`src/hw/rtl/ttd_pkg.sv`:
```
`timescale 1ns / 1ps

package ttd_pkg;

    // Default depth of the tap store
    localparam int MAX_TAPS_DEF = 8;

    // A tempo is computed from this many taps on
    localparam int MIN_TAPS = 3;

    // 60000 ms per minute, scaled to Q16.8
    localparam int TEMPO_NUM = 60000 * 256;

    localparam int BPM_W = 24;
    localparam int TS_W  = 32;
    localparam int INT_W = 16;

    localparam logic [BPM_W-1:0] BPM_MAX  = 24'hFF_FFFF;
    localparam logic [BPM_W-1:0] DRIFT_Q8 = 24'd12800;

    localparam logic [INT_W-1:0] MIN_INTERVAL_RST = 16'd100;
    localparam logic [INT_W-1:0] MAX_INTERVAL_RST = 16'd3000;

    // Config register indexes
    localparam int CFG_IDX_W = 2;
    localparam logic [CFG_IDX_W-1:0] REG_MIN_INTERVAL = 2'd0;
    localparam logic [CFG_IDX_W-1:0] REG_MAX_INTERVAL = 2'd1;

    // Request kinds
    localparam logic ACT_TAP   = 1'b0;
    localparam logic ACT_CLEAR = 1'b1;

    // Result status codes
    typedef enum logic [2:0] {
        ST_DEBOUNCED  = 3'd0,
        ST_COLLECTING = 3'd1,
        ST_UPDATED    = 3'd2,
        ST_DRIFT      = 3'd3,
        ST_CLEARED    = 3'd4
    } t_status;

    // Control sequencer states
    typedef enum logic [2:0] {
        S_IDLE,
        S_CHECK,
        S_PUSH,
        S_SPAN,
        S_DIV,
        S_DRIFT,
        S_FIN
    } t_state;

endpackage

```
`src/hw/rtl/ttd_ring.sv`:
```
`timescale 1ns / 1ps

module ttd_ring #(
    parameter int DEPTH = 8,
    parameter int AW    = 3,
    parameter int DW    = 32
) (
    input  logic          i_clk,
    input  logic          i_we,
    input  logic [AW-1:0] i_waddr,
    input  logic [DW-1:0] i_wdata,
    input  logic          i_re,
    input  logic [AW-1:0] i_raddr,
    output logic [DW-1:0] o_rdata
);

    logic [DW-1:0] r_mem [DEPTH];
    logic [DW-1:0] r_rdata;

    // Write port
    always_ff @(posedge i_clk) begin
        if (i_we) begin
            r_mem[i_waddr] <= i_wdata;
        end
    end

    // Registered read port
    always_ff @(posedge i_clk) begin
        if (i_re) begin
            r_rdata <= r_mem[i_raddr];
        end
    end

    assign o_rdata = r_rdata;

endmodule

```
`src/hw/rtl/ttd_div.sv`:
```
`timescale 1ns / 1ps

module ttd_div #(
    parameter int NUM_W = 27,
    parameter int DEN_W = 32
) (
    input  logic             i_clk,
    input  logic             i_rst_n,
    input  logic             i_start,
    input  logic [NUM_W-1:0] i_num,
    input  logic [DEN_W-1:0] i_den,
    output logic             o_done,
    output logic [NUM_W-1:0] o_quo
);

    localparam int CNT_W = $clog2(NUM_W + 1);

    logic             r_busy;
    logic             r_done;
    logic [CNT_W-1:0] r_cnt;
    logic [DEN_W-1:0] r_rem;
    logic [NUM_W-1:0] r_quo;
    logic [DEN_W-1:0] r_den;

    logic [DEN_W:0]   trial;
    logic             fits;

    // Restoring step: shift in the next numerator bit, subtract if it fits
    assign trial = {r_rem, r_quo[NUM_W-1]};
    assign fits  = (trial >= {1'b0, r_den});

    // Control
    always_ff @(posedge i_clk) begin
        if (!i_rst_n) begin
            r_busy <= 1'b0;
            r_done <= 1'b0;
            r_cnt  <= '0;
        end else begin
            r_done <= 1'b0;
            if (i_start) begin
                r_busy <= 1'b1;
                r_cnt  <= CNT_W'(NUM_W);
            end else if (r_busy) begin
                r_cnt <= r_cnt - 1'b1;
                if (r_cnt == CNT_W'(1)) begin
                    r_busy <= 1'b0;
                    r_done <= 1'b1;
                end
            end
        end
    end

    // Datapath: numerator bits leave at the top as quotient bits enter below
    always_ff @(posedge i_clk) begin
        if (i_start) begin
            r_rem <= '0;
            r_quo <= i_num;
            r_den <= i_den;
        end else if (r_busy) begin
            r_rem <= fits ? DEN_W'(trial - {1'b0, r_den}) : trial[DEN_W-1:0];
            r_quo <= {r_quo[NUM_W-2:0], fits};
        end
    end

    assign o_done = r_done;
    assign o_quo  = r_quo;

endmodule

```
`src/hw/rtl/tap_tempo_detector.sv`:
```
`timescale 1ns / 1ps
// Channel      | Dir | Signals                      | Contents
// -------------+-----+------------------------------+------------------------------------
// tap request  | in  | i_s_tvalid/o_s_tready        | tdata: now_ms[31:0]; tuser: action
// tempo result | out | o_m_tvalid/i_m_tready        | tdata: bpm_q8[23:0]; tuser: status
// config write | in  | i_cfg_we/i_cfg_idx/i_cfg_data| 0: min_interval_ms, 1: max_interval_ms
//
// A tempo tap waits on the bit-serial divider, which retires one quotient bit per
// cycle. One request is in work at a time.
// Reset is synchronous; it clears tap count, tempo, head and output valid. The tap store is
// not cleared, entries past the count are never read. A result waits in the output
// register while the next request is taken; a stalled output only holds back the
// result of the following request.

module tap_tempo_detector #(
    parameter int MAX_TAPS = ttd_pkg::MAX_TAPS_DEF
) (
    input  logic                       i_clk,
    input  logic                       i_rst_n,
    // Tap request
    input  logic                       i_s_tvalid,
    output logic                       o_s_tready,
    input  logic [31:0]                i_s_tdata,   // [31:0] now_ms
    input  logic                       i_s_tuser,   // [0] action
    // Tempo result
    output logic                       o_m_tvalid,
    input  logic                       i_m_tready,
    output logic [23:0]                o_m_tdata,   // [23:0] bpm_q8
    output logic [2:0]                 o_m_tuser,   // [2:0] status
    // Configuration
    input  logic                       i_cfg_we,
    input  logic [ttd_pkg::CFG_IDX_W-1:0] i_cfg_idx,
    input  logic [15:0]                i_cfg_data
);

    import ttd_pkg::*;

    localparam int PTR_W = $clog2(MAX_TAPS);
    localparam int CNT_W = $clog2(MAX_TAPS + 1);
    localparam int NUM_W = $clog2(TEMPO_NUM * (MAX_TAPS - 1) + 1);

    t_state            r_state, n_state;
    logic [INT_W-1:0]  r_min, r_max;
    logic [PTR_W-1:0]  r_head, n_head;
    logic [CNT_W-1:0]  r_count, n_count;
    logic [CNT_W-1:0]  r_ivals, n_ivals;
    logic [BPM_W-1:0]  r_bpm, n_bpm;
    logic [BPM_W-1:0]  r_fresh, n_fresh;
    logic [TS_W-1:0]   r_now, n_now;
    logic [BPM_W-1:0]  r_res_bpm, n_res_bpm;
    t_status           r_res_st, n_res_st;
    logic              r_out_valid, n_out_valid;
    logic [BPM_W-1:0]  r_out_bpm, n_out_bpm;
    t_status           r_out_st, n_out_st;

    logic              in_acc;
    logic              mem_we, mem_re;
    logic [PTR_W-1:0]  mem_waddr, mem_raddr;
    logic [TS_W-1:0]   mem_rdata;
    logic              div_start, div_done;
    logic [NUM_W-1:0]  div_num, div_quo;

    logic [TS_W-1:0]   gap;
    logic [PTR_W-1:0]  head_inc;
    logic [CNT_W-1:0]  cnt_new;
    logic [PTR_W:0]    old_sum;
    logic [PTR_W-1:0]  old_addr;
    logic [BPM_W-1:0]  drift_diff;
    logic [BPM_W-1:0]  quo_sat;

    // Tap timestamp ring, newest entry at r_head
    ttd_ring #(
        .DEPTH (MAX_TAPS),
        .AW    (PTR_W),
        .DW    (TS_W)
    ) u_ring (
        .i_clk   (i_clk),
        .i_we    (mem_we),
        .i_waddr (mem_waddr),
        .i_wdata (r_now),
        .i_re    (mem_re),
        .i_raddr (mem_raddr),
        .o_rdata (mem_rdata)
    );

    // Tempo divider
    ttd_div #(
        .NUM_W (NUM_W),
        .DEN_W (TS_W)
    ) u_div (
        .i_clk   (i_clk),
        .i_rst_n (i_rst_n),
        .i_start (div_start),
        .i_num   (div_num),
        .i_den   (gap),
        .o_done  (div_done),
        .o_quo   (div_quo)
    );

    assign in_acc = i_s_tvalid && o_s_tready;

    // Shared datapath terms
    assign gap      = r_now - mem_rdata;
    assign head_inc = (r_head == PTR_W'(MAX_TAPS - 1)) ? '0 : r_head + 1'b1;
    assign cnt_new  = (r_count < CNT_W'(MAX_TAPS)) ? r_count + 1'b1 : CNT_W'(MAX_TAPS);
    // Oldest kept tap after the push sits (cnt_new - 2) entries behind the old head
    assign old_sum  = {1'b0, r_head} + (PTR_W+1)'(MAX_TAPS) - (PTR_W+1)'(cnt_new - 2'd2);
    assign old_addr = (old_sum >= (PTR_W+1)'(MAX_TAPS)) ?
                      PTR_W'(old_sum - (PTR_W+1)'(MAX_TAPS)) : old_sum[PTR_W-1:0];
    assign div_num  = NUM_W'(TEMPO_NUM) * NUM_W'(r_ivals);
    assign quo_sat  = (div_quo > NUM_W'(BPM_MAX)) ? BPM_MAX : div_quo[BPM_W-1:0];
    assign drift_diff = (r_fresh > r_bpm) ? r_fresh - r_bpm : r_bpm - r_fresh;

    // Config registers
    always_ff @(posedge i_clk) begin
        if (!i_rst_n) begin
            r_min <= MIN_INTERVAL_RST;
            r_max <= MAX_INTERVAL_RST;
        end else if (i_cfg_we) begin
            if (i_cfg_idx == REG_MIN_INTERVAL) begin
                r_min <= i_cfg_data;
            end
            if (i_cfg_idx == REG_MAX_INTERVAL) begin
                r_max <= i_cfg_data;
            end
        end
    end

    // State and control registers
    always_ff @(posedge i_clk) begin
        if (!i_rst_n) begin
            r_state     <= S_IDLE;
            r_head      <= '0;
            r_count     <= '0;
            r_bpm       <= '0;
            r_out_valid <= 1'b0;
        end else begin
            r_state     <= n_state;
            r_head      <= n_head;
            r_count     <= n_count;
            r_bpm       <= n_bpm;
            r_out_valid <= n_out_valid;
        end
    end

    // Payload registers
    always_ff @(posedge i_clk) begin
        r_ivals   <= n_ivals;
        r_fresh   <= n_fresh;
        r_now     <= n_now;
        r_res_bpm <= n_res_bpm;
        r_res_st  <= n_res_st;
        r_out_bpm <= n_out_bpm;
        r_out_st  <= n_out_st;
    end

    // Sequencer
    always_comb begin
        n_state     = r_state;
        n_head      = r_head;
        n_count     = r_count;
        n_ivals     = r_ivals;
        n_bpm       = r_bpm;
        n_fresh     = r_fresh;
        n_now       = r_now;
        n_res_bpm   = r_res_bpm;
        n_res_st    = r_res_st;
        n_out_valid = r_out_valid && !i_m_tready;
        n_out_bpm   = r_out_bpm;
        n_out_st    = r_out_st;
        o_s_tready  = 1'b0;
        mem_we      = 1'b0;
        mem_waddr   = head_inc;
        mem_re      = 1'b0;
        mem_raddr   = r_head;
        div_start   = 1'b0;

        unique case (r_state)
            S_IDLE: begin
                o_s_tready = 1'b1;
                if (in_acc) begin
                    n_now = i_s_tdata;
                    if (i_s_tuser == ACT_CLEAR) begin
                        n_count   = '0;
                        n_bpm     = '0;
                        n_res_bpm = '0;
                        n_res_st  = ST_CLEARED;
                        n_state   = S_FIN;
                    end else if (r_count == '0) begin
                        n_state = S_PUSH;
                    end else begin
                        // fetch newest tap
                        mem_re  = 1'b1;
                        n_state = S_CHECK;
                    end
                end
            end

            // Gap to the newest tap: debounce or late restart
            S_CHECK: begin
                if (gap < TS_W'(r_min)) begin
                    n_res_bpm = r_bpm;
                    n_res_st  = ST_DEBOUNCED;
                    n_state   = S_FIN;
                end else begin
                    if (gap > TS_W'(r_max)) begin
                        n_count = '0;
                        n_bpm   = '0;
                    end
                    n_state = S_PUSH;
                end
            end

            // Store the tap; fetch the oldest kept tap when a tempo is due
            S_PUSH: begin
                mem_we  = 1'b1;
                n_head  = head_inc;
                n_count = cnt_new;
                n_ivals = cnt_new - 1'b1;
                if (cnt_new < CNT_W'(MIN_TAPS)) begin
                    n_res_bpm = r_bpm;
                    n_res_st  = ST_COLLECTING;
                    n_state   = S_FIN;
                end else begin
                    mem_re    = 1'b1;
                    mem_raddr = old_addr;
                    n_state   = S_SPAN;
                end
            end

            // Span known: start the divide, or zero tempo on a zero span
            S_SPAN: begin
                if (gap == '0) begin
                    n_fresh = '0;
                    n_state = S_DRIFT;
                end else begin
                    div_start = 1'b1;
                    n_state   = S_DIV;
                end
            end

            S_DIV: begin
                if (div_done) begin
                    n_fresh = quo_sat;
                    n_state = S_DRIFT;
                end
            end

            // Reject a jump over 50 BPM and restart the run at this tap
            S_DRIFT: begin
                if (r_bpm != '0 && drift_diff > DRIFT_Q8) begin
                    n_count   = CNT_W'(1);
                    n_res_bpm = r_bpm;
                    n_res_st  = ST_DRIFT;
                end else begin
                    n_bpm     = r_fresh;
                    n_res_bpm = r_fresh;
                    n_res_st  = ST_UPDATED;
                end
                n_state = S_FIN;
            end

            // Hand the result to the output register once it is free
            S_FIN: begin
                if (!r_out_valid || i_m_tready) begin
                    n_out_valid = 1'b1;
                    n_out_bpm   = r_res_bpm;
                    n_out_st    = r_res_st;
                    n_state     = S_IDLE;
                end
            end

            default: begin
                n_state = S_IDLE;
            end
        endcase
    end

    assign o_m_tvalid = r_out_valid;
    assign o_m_tdata  = r_out_bpm;
    assign o_m_tuser  = r_out_st;

endmodule

```
`config.mk`:
```
export PLATFORM = sky130hd
export DESIGN_NAME = tap_tempo_detector
export DESIGN_NICKNAME = d
export VERILOG_FILES = /design/src/hw/rtl/ttd_pkg.sv /design/src/hw/rtl/ttd_ring.sv /design/src/hw/rtl/ttd_div.sv /design/src/hw/rtl/tap_tempo_detector.sv
export SDC_FILE = /design/constraint.sdc
export NUM_CORES = 1
export LEC_CHECK = 0
export BUFFER_PORTS_ARGS = -buffer_cell sky130_fd_sc_hd__buf_4
export CORE_AREA = 2 2 210 263
export CTS_BUF_LIST = sky130_fd_sc_hd__clkbuf_8
export CTS_CLUSTER_SIZE = 28
export DETAILED_ROUTE_END_ITERATION = 10
export DIE_AREA = 0 0 212 265
export HOLD_SLACK_MARGIN = 0.08
export PLACE_DENSITY = 0.72
export RECOVER_POWER = 25
export SLEW_MARGIN = 30
export SYNTH_ARGS = -nofsm -noshare
export SYNTH_HDL_FRONTEND = slang
export SYNTH_SLANG_ARGS = --single-unit
```
`constraint.sdc`:
```
create_clock -name i_clk -period 5.66 [get_ports i_clk]
set_input_delay 0.849 -clock i_clk [delete_from_list [all_inputs] [get_ports i_clk]]
set_output_delay 0.849 -clock i_clk [all_outputs]
set_load 0.01 [all_outputs]
```
==> flow_summary.toml, run 1 <==
[synthesis]
seq_area_frac_synth = 0.5412
synth_fa_ha_area_frac = 0.07902
synth_fp_nets = 2677
synth_seq_cells = 567
synth-simple-area-share = 0.09578
synth-xor-area-share = 0.02634
synth_cells = 2441
synth_top_family_by_area = "compound AO/OA/AOI/OAI gates"
yosys_warnings = 0
synth_edf_count = 448
synth_area_um2 = 29260
synthFlopType = "edfxtp_1"
synth.avg_cell_area_um2 = 11.99
synth_cell_types = 95
synth-async-reset-ratio = 0
synth_compound_area_frac = 0.1431
muxShareOfSynthArea = 0.07333

[floorplan]
std_cell_rows = 95
die_x_um = 212
core-area_um2 = 53610
start_util = 0.5459
die_area_um2 = 56180
die_h_um = 265
io_pins = 85

[global_routing]
grt_pass1_wl_mm = 106.7
grtUsageTotal = 0.2457
grt_remaining_overflow = 0
first_global_vias = 20110
grt_use_met2 = 0.4492
grt_max_degree = 78
grt_busiest_layer = "met2"
use_met1 = 0.2762
antenna_found_initial = 1
grt_util_met3 = 0.03495

[sta]
holdWs_ns = 0.3473
grt_setup_unrepaired = "false"
slew_viol_final = 0
fin_crit_sh = 0.9171
slew_headroom = 0.3714
min_period_ns = 5.191
fin_skew_ns = 0.03752
worstMarginPinSlew_ns = 0.9428
hold_viol_final = 0
setup_viol_count_final = 0
fmax_ghz = 0.1927
final.setup.tns_ns = 0

[cells_and_area]
multi_input_area_um2 = 12360
area.sequential_um2 = 15840
drive_gt1_frac = 0.1528
area_delta_synth_final_pct = 10.95
fin_nets = 2784
final.fill_count = 4215

[critical_path]
rr_startpoint = "r_now[0]$_DFFE_PP_"
crit_path_start = "r_now[0]$_DFFE_PP_"
cp_cell_sequence = "inv_1 > ha_1 > inv_1 > fa_1 > a21o_1 > a221oi_1 > o21ai_0 > a21o_1 > a21oi_1 > xnor2_1 > ha_1 > a21o_1 > a21o_1 > a21oi_1 > o21ai_0 > o22ai_1 > a21oi_1 > a21oi_1 > nand2_1 > nor2_1 > o31ai_1 > nand2_2 > a22o_1"
arrival_ns = 5.76
worst_path_largest_cell_delay_ns = 0.50
crit_required_ns = 6.23
critPathSlowestCell = "edfxtp_1"
crit_fanout = 16
cp-start-kind = "flop"
critical_path_class = "flop to flop"
endpoint_kind = "flop"

[routing]
vias = 19660
antenna_left = 0
route.detailed.drc = 0
drt_wl_total_mm = 67.52
avgViaCountPerCell = 5.877
wl_per_cell_um = 20.18
first_iter_violations = 1104
drt_first_pass_iters = 5

[placement]
dp.final_hpwl_mm = 47.37
place.gp.congestion = 0.9503
io_buffers = 84

[clocking]
clockBufferDepth = 3
cts_max_level = 3
numCtsBuffers = 84
cts_root_buffer = "clkbuf_8"
cts_num_sinks = 567
holdBufCountCts = 0
cts_tree = "yes"
clk_pin_slew_worst_paths_ns = 0.06
clk-insertion-delay-late_ns = 0.69
postCtsSetupRepairBufs = 0

[run_status]
status = "complete, no violations"

[min_path]
holdCritPathClass = "input pin to flop"
min_from = "i_s_tdata[4]"

[power]
p_total_mw = 13.40
power_leakage_nw = 12.49
ir_drop_mv = 0.2769
power_density_nw_per_um2 = 412.6

[flow_run]
maxCapViolCount = 0
-- cell families after synthesis --
kind of cell | Yosys count
buffers and inverters | 298
flip-flops | 567
adder cells (fa/ha/maj) | 180
AND/OR/NAND/NOR | 570
AO/OA/AOI/OAI | 608
multiplexers | 130
XOR/XNOR | 88
-- synth_stat cells, drive strengths merged (28+ instances only) --
cell | n | area, um^2
ha | 172 | 2152
o21a | 53 | 397.9
nor2 | 146 | 550.5
xnor2 | 50 | 437.9
a22o | 48 | 420.4
inv | 193 | 724.4
mux2 | 35 | 394.1
xor2 | 38 | 332.8
a21boi | 34 | 255.3
mux2i | 31 | 310.3
nand4 | 28 | 181.4
a211oi | 40 | 300.3
nand2 | 188 | 708.2
buf | 42 | 246.5
o21ai | 96 | 480.5
a21o | 61 | 457.9
a21oi | 145 | 737.0
mux4 | 64 | 1441
edfxtp | 448 | 13450
clkbuf | 63 | 236.5
nor3 | 30 | 150.1
dfxtp | 119 | 2382
-- critical path, delay by kind of cell, from the launching register on --
| kind | cells | cell delay, ns |
|---|---|---|
| AO/OA/AOI/OAI | 14 | 2.94 |
| adder cells (fa/ha/maj) | 3 | 0.91 |
| flip-flops | 1 | 0.50 |
| AND/OR/NAND/NOR | 3 | 0.44 |
| buffers and inverters | 2 | 0.15 |
| XOR/XNOR | 1 | 0.14 |
-- state kept, by name, indices dropped and copies added, names as in the netlist, 3 cells and up --
| name | count |
|---|---|
| r_state | 3 |
| o_m_tdata | 24 |
| r_res_st | 3 |
| r_bpm | 24 |
| u_div.r_den | 32 |
| r_fresh | 24 |
| u_div.o_quo | 27 |
| u_ring.o_rdata | 32 |
| r_ivals | 4 |
| o_m_tuser | 3 |
| r_count | 4 |
| u_ring.r_mem | 256 |
| r_min | 16 |
| u_div.r_cnt | 5 |
| r_max | 16 |
| u_div.r_rem | 32 |
| r_res_bpm | 24 |
| r_head | 3 |
| r_now | 32 |
-- repair_timing --
item                                    CTS  global route
endpoints found under the hold margin     0             0
gates resized for setup                   0             1
endpoints found under the setup margin    0            16
-- power breakdown --
group          switching, mW  total [mW]  internal [mW]
clock network           1.56        3.21           1.65
registers              0.362        5.62           5.26
logic                   2.60        4.56           1.96
total                   4.53        13.4           8.87
-- layout make-up --
class,count,area share
diodes,1,0.00007708
clock buffers,92,0.03900
clock inverters,63,0.01160
inverters,193,0.02231
multi-input cells,1576,0.3807
flip-flops and latches,567,0.4879
well taps,727,0.02802
repair buffers,126,0.03041
-- worst paths after layout --
path                                                end  slack, ns  depth (start not counted)
worst max-delay path             r_bpm[20]$_SDFFE_PN0P_       0.47                         23
worst min-delay path                 r_now[4]$_DFFE_PP_       0.35                          1
worst max register to register   r_bpm[20]$_SDFFE_PN0P_       0.47                         23
worst min register to register  o_m_tdata[19]$_DFFE_PP_       0.42                          0
-- cell usage in the layout (no fill, tap or decap), types with 37 or more instances in the layout --
master,instances
o21ai_0,74
a22o_1,48
a21o_1,61
a211oi_1,40
a21oi_1,141
nor2_1,137
edfxtp_1,448
ha_1,172
buf_4,90
nand2_1,186
clkbuf_8,92
xor2_1,37
mux4_2,64
o21a_1,53
dfxtp_1,118
inv_1,219
xnor2_1,50
-- per-stage QoR --
stage / instances / utilization / worst slack, ns / instance area, um^2
after global routing: 3345 / 0.6056 / 0.05345 / 32460
final: 3345 / 0.6056 / 0.4695 / 32460
after CTS: 3344 / 0.6054 / 0.3166 / 32450
after global placement: 3189 / 0.5746 / 0.4854 / 30800
after floorplan: 2441 / - / 0.5551 / 29260
after detailed placement: 3189 / 0.5747 / 0.3559 / 30810
-- routing by layer --
| layer | share of wire | wire [um] |
|---|---|---|
| met4 | 0.048 | 3235 |
| met3 | 0.045 | 3026 |
| met1 | 0.38 | 25500 |
| met5 | 0 | 0 |
| met2 | 0.53 | 35760 |
(Power assumes the default switching activity.)
==> run 2: changes to the inputs <==
BUFFER_PORTS_ARGS = unset   (was -buffer_cell sky130_fd_sc_hd__buf_4)
DONT_BUFFER_PORTS = 1   (was unset)
PLACE_DENSITY = 0.71   (was 0.72)
==> run 2 against run 1 <==
Register-to-register slack worse by 0.03 ns. Sequential power hardly changed. Critical path type unchanged. Worst hold slack worse by 0.11 ns.
==> flow_summary.toml, run 2 (synthesis results as in run 1) <==
[run_status]
status = "complete, no violations"

[sta]
fmax_ghz = 0.1915
final.setup.tns_ns = 0
worst_slack_ns = 0.4385
slew_headroom = 0.3904
worstMarginPinSlew_ns = 0.9144
grt_setup_unrepaired = "false"
setup_viol_count_final = 0
fin_crit_sh = 0.9225
fin_skew_ns = 0.04917
min_period_ns = 5.222
hold_viol_final = 0
slew_viol_final = 0

[power]
power_leakage_nw = 12.19
power_density_nw_per_um2 = 423.5
p_switching_mw = 4.639
clkPwrFrac = 0.248
p_int_mw = 8.899
ir_drop_mv = 0.3253
sw_frac_of_total = 0.3427
p_total_mw = 13.54
p_seq_frac = 0.417
p_comb_frac = 0.335

[clocking]
clk_pin_slew_worst_paths_ns = 0.07
holdBufCountCts = 0
post_cts_resize_count = 0
clockBufferDepth = 3
cts_tree = "yes"
numCtsBuffers = 87
postCtsSetupRepairBufs = 0
cts_num_sinks = 567
clk-insertion-delay-late_ns = 0.72
cts_root_buffer = "clkbuf_8"
cts_max_level = 3

[critical_path]
timing.rr.end = "r_fresh[3]$_SDFFCE_PP0P_"
cp_common_cell = "a21o_1"
rr_startpoint = "r_now[11]$_DFFE_PP_"
crit_fanout = 24
ff2ff_path_depth = 13
arrival_ns = 5.57
endpoint_kind = "flop"
critPathSlowestCell = "or4_1"
path_buf_inv = 1
cp_cell_sequence = "ha_1 > nand4_1 > or4_1 > a31oi_2 > o2111ai_2 > a21o_1 > a211o_1 > a2111oi_2 > nand4_2 > nor4_4 > nor2b_1 > a21o_1 > buf_4"
cp-start-kind = "flop"
crit_required_ns = 6.01
endpoint = "r_fresh[3]$_SDFFCE_PP0P_"
cpLargestDelayFamily = "simple AND/OR/NAND/NOR gates"
r2r_slack_ns = 0.44
crit_path_start = "r_now[11]$_DFFE_PP_"
worst_path_largest_cell_delay_ns = 0.58
critical_path_depth = 13
critical_path_class = "flop to flop"

[floorplan]
die_area_um2 = 56180
die_h_um = 265
std_cell_rows = 95
core-area_um2 = 53610
start_util = 0.5459
io_pins = 85
die_x_um = 212

[placement]
dp.final_hpwl_mm = 47.27
dp_cells = 3111
place.gp.congestion = 1.005
dp_worst_setup_slack_ns = 0.4155
io_buffers = 0

[routing]
avgViaCountPerCell = 5.964
first_iter_violations = 1111
route.detailed.drc = 0
vias = 19530
drt_wl_total_mm = 67.73
antenna_left = 0
drt_first_pass_iters = 5
wl_per_cell_um = 20.68

[cells_and_area]
layout_commonest_cell = "edfxtp_1"
area_delta_synth_final_pct = 9.232
fin_nets = 2709
final.fill_count = 4246
largest_register_ffs = 256
regMostFlops = "u_ring.r_mem"
layout_common_cells = "448 x edfxtp_1, 218 x inv_1, 186 x nand2_1"
drive_gt1_frac = 0.1292
finalNonFillerCells = 3275

[global_routing]
grtUsageTotal = 0.2455
first_global_vias = 19910
grt_max_degree = 61
antenna_found_initial = 1
grt_pass1_wl_mm = 107.1
grt_remaining_overflow = 0

[min_path]
holdCritPathClass = "input pin to flop"

[flow_run]
maxCapViolCount = 0
==> run 2: cell types whose count changed in the layout (fill, tap and decap cells not counted), sizes merged <==
cell      previous run  this run
buf                 94        48
inv                222       224
clkbuf             124        94
clkinv              27        35
clkinvlp             4         0
==> run 2: cell type report <==
cell class,count,area (um^2),share of cell area
Antenna cell,1,2.502,0.00007829
Clock buffer,94,1294,0.04048
Clock inverter,69,431.7,0.01351
Inverter,193,724.4,0.02266
Multi-Input combinational cell,1576,12360,0.3866
Sequential cell,567,15840,0.4955
Tap cell,727,909.6,0.02846
Timing Repair Buffer,48,405.4,0.01268
==> run 2: worst min-delay path by stage <==
stage                                 start                 endpoint  cells after the start
global route                  i_s_tdata[18]      r_now[18]$_DFFE_PP_                      0
detailed placement  r_res_bpm[18]$_DFFE_PP_  o_m_tdata[18]$_DFFE_PP_                      0
finish                              i_rst_n    r_min[2]$_SDFFE_PN1P_                      1
CTS                                 i_rst_n    r_min[2]$_SDFFE_PN1P_                      1
global placement     r_res_bpm[1]$_DFFE_PP_   o_m_tdata[1]$_DFFE_PP_                      0
floorplan            r_res_bpm[0]$_DFFE_PP_   o_m_tdata[0]$_DFFE_PP_                      0
==> run 2: power groups by stage <==
stage                     Sequential, mW  Clock (mW)  Combinational [mW]
after floorplan                     5.57           0                3.45
after global placement              5.70           0                4.41
after detailed placement            5.73           0                4.52
after CTS                           5.64        3.44                4.55
after global routing                5.70        3.61                5.03
final                               5.64        3.36                4.54
==> run 2: routing by layer <==
layer  GRT usage  routed length [um]  vias to the layer above
met4      0.1073                2690                        0
met3     0.03613                2997                      160
met2      0.4552               35920                      577
met1      0.2779               26130                     9585
met5           0                   0                        -
li1            -                   -                     9209
==> run 2: per-stage QoR <==
stage	util	instance area [um^2]	hold slack [ns]
after CTS	0.5961	31960	0.1812
after floorplan	-	29260	0.4003
after global placement	0.5636	30210	0.4009
final	0.5962	31960	0.2330
after detailed placement	0.5640	30230	0.4057
after global routing	0.5962	31960	0.2010
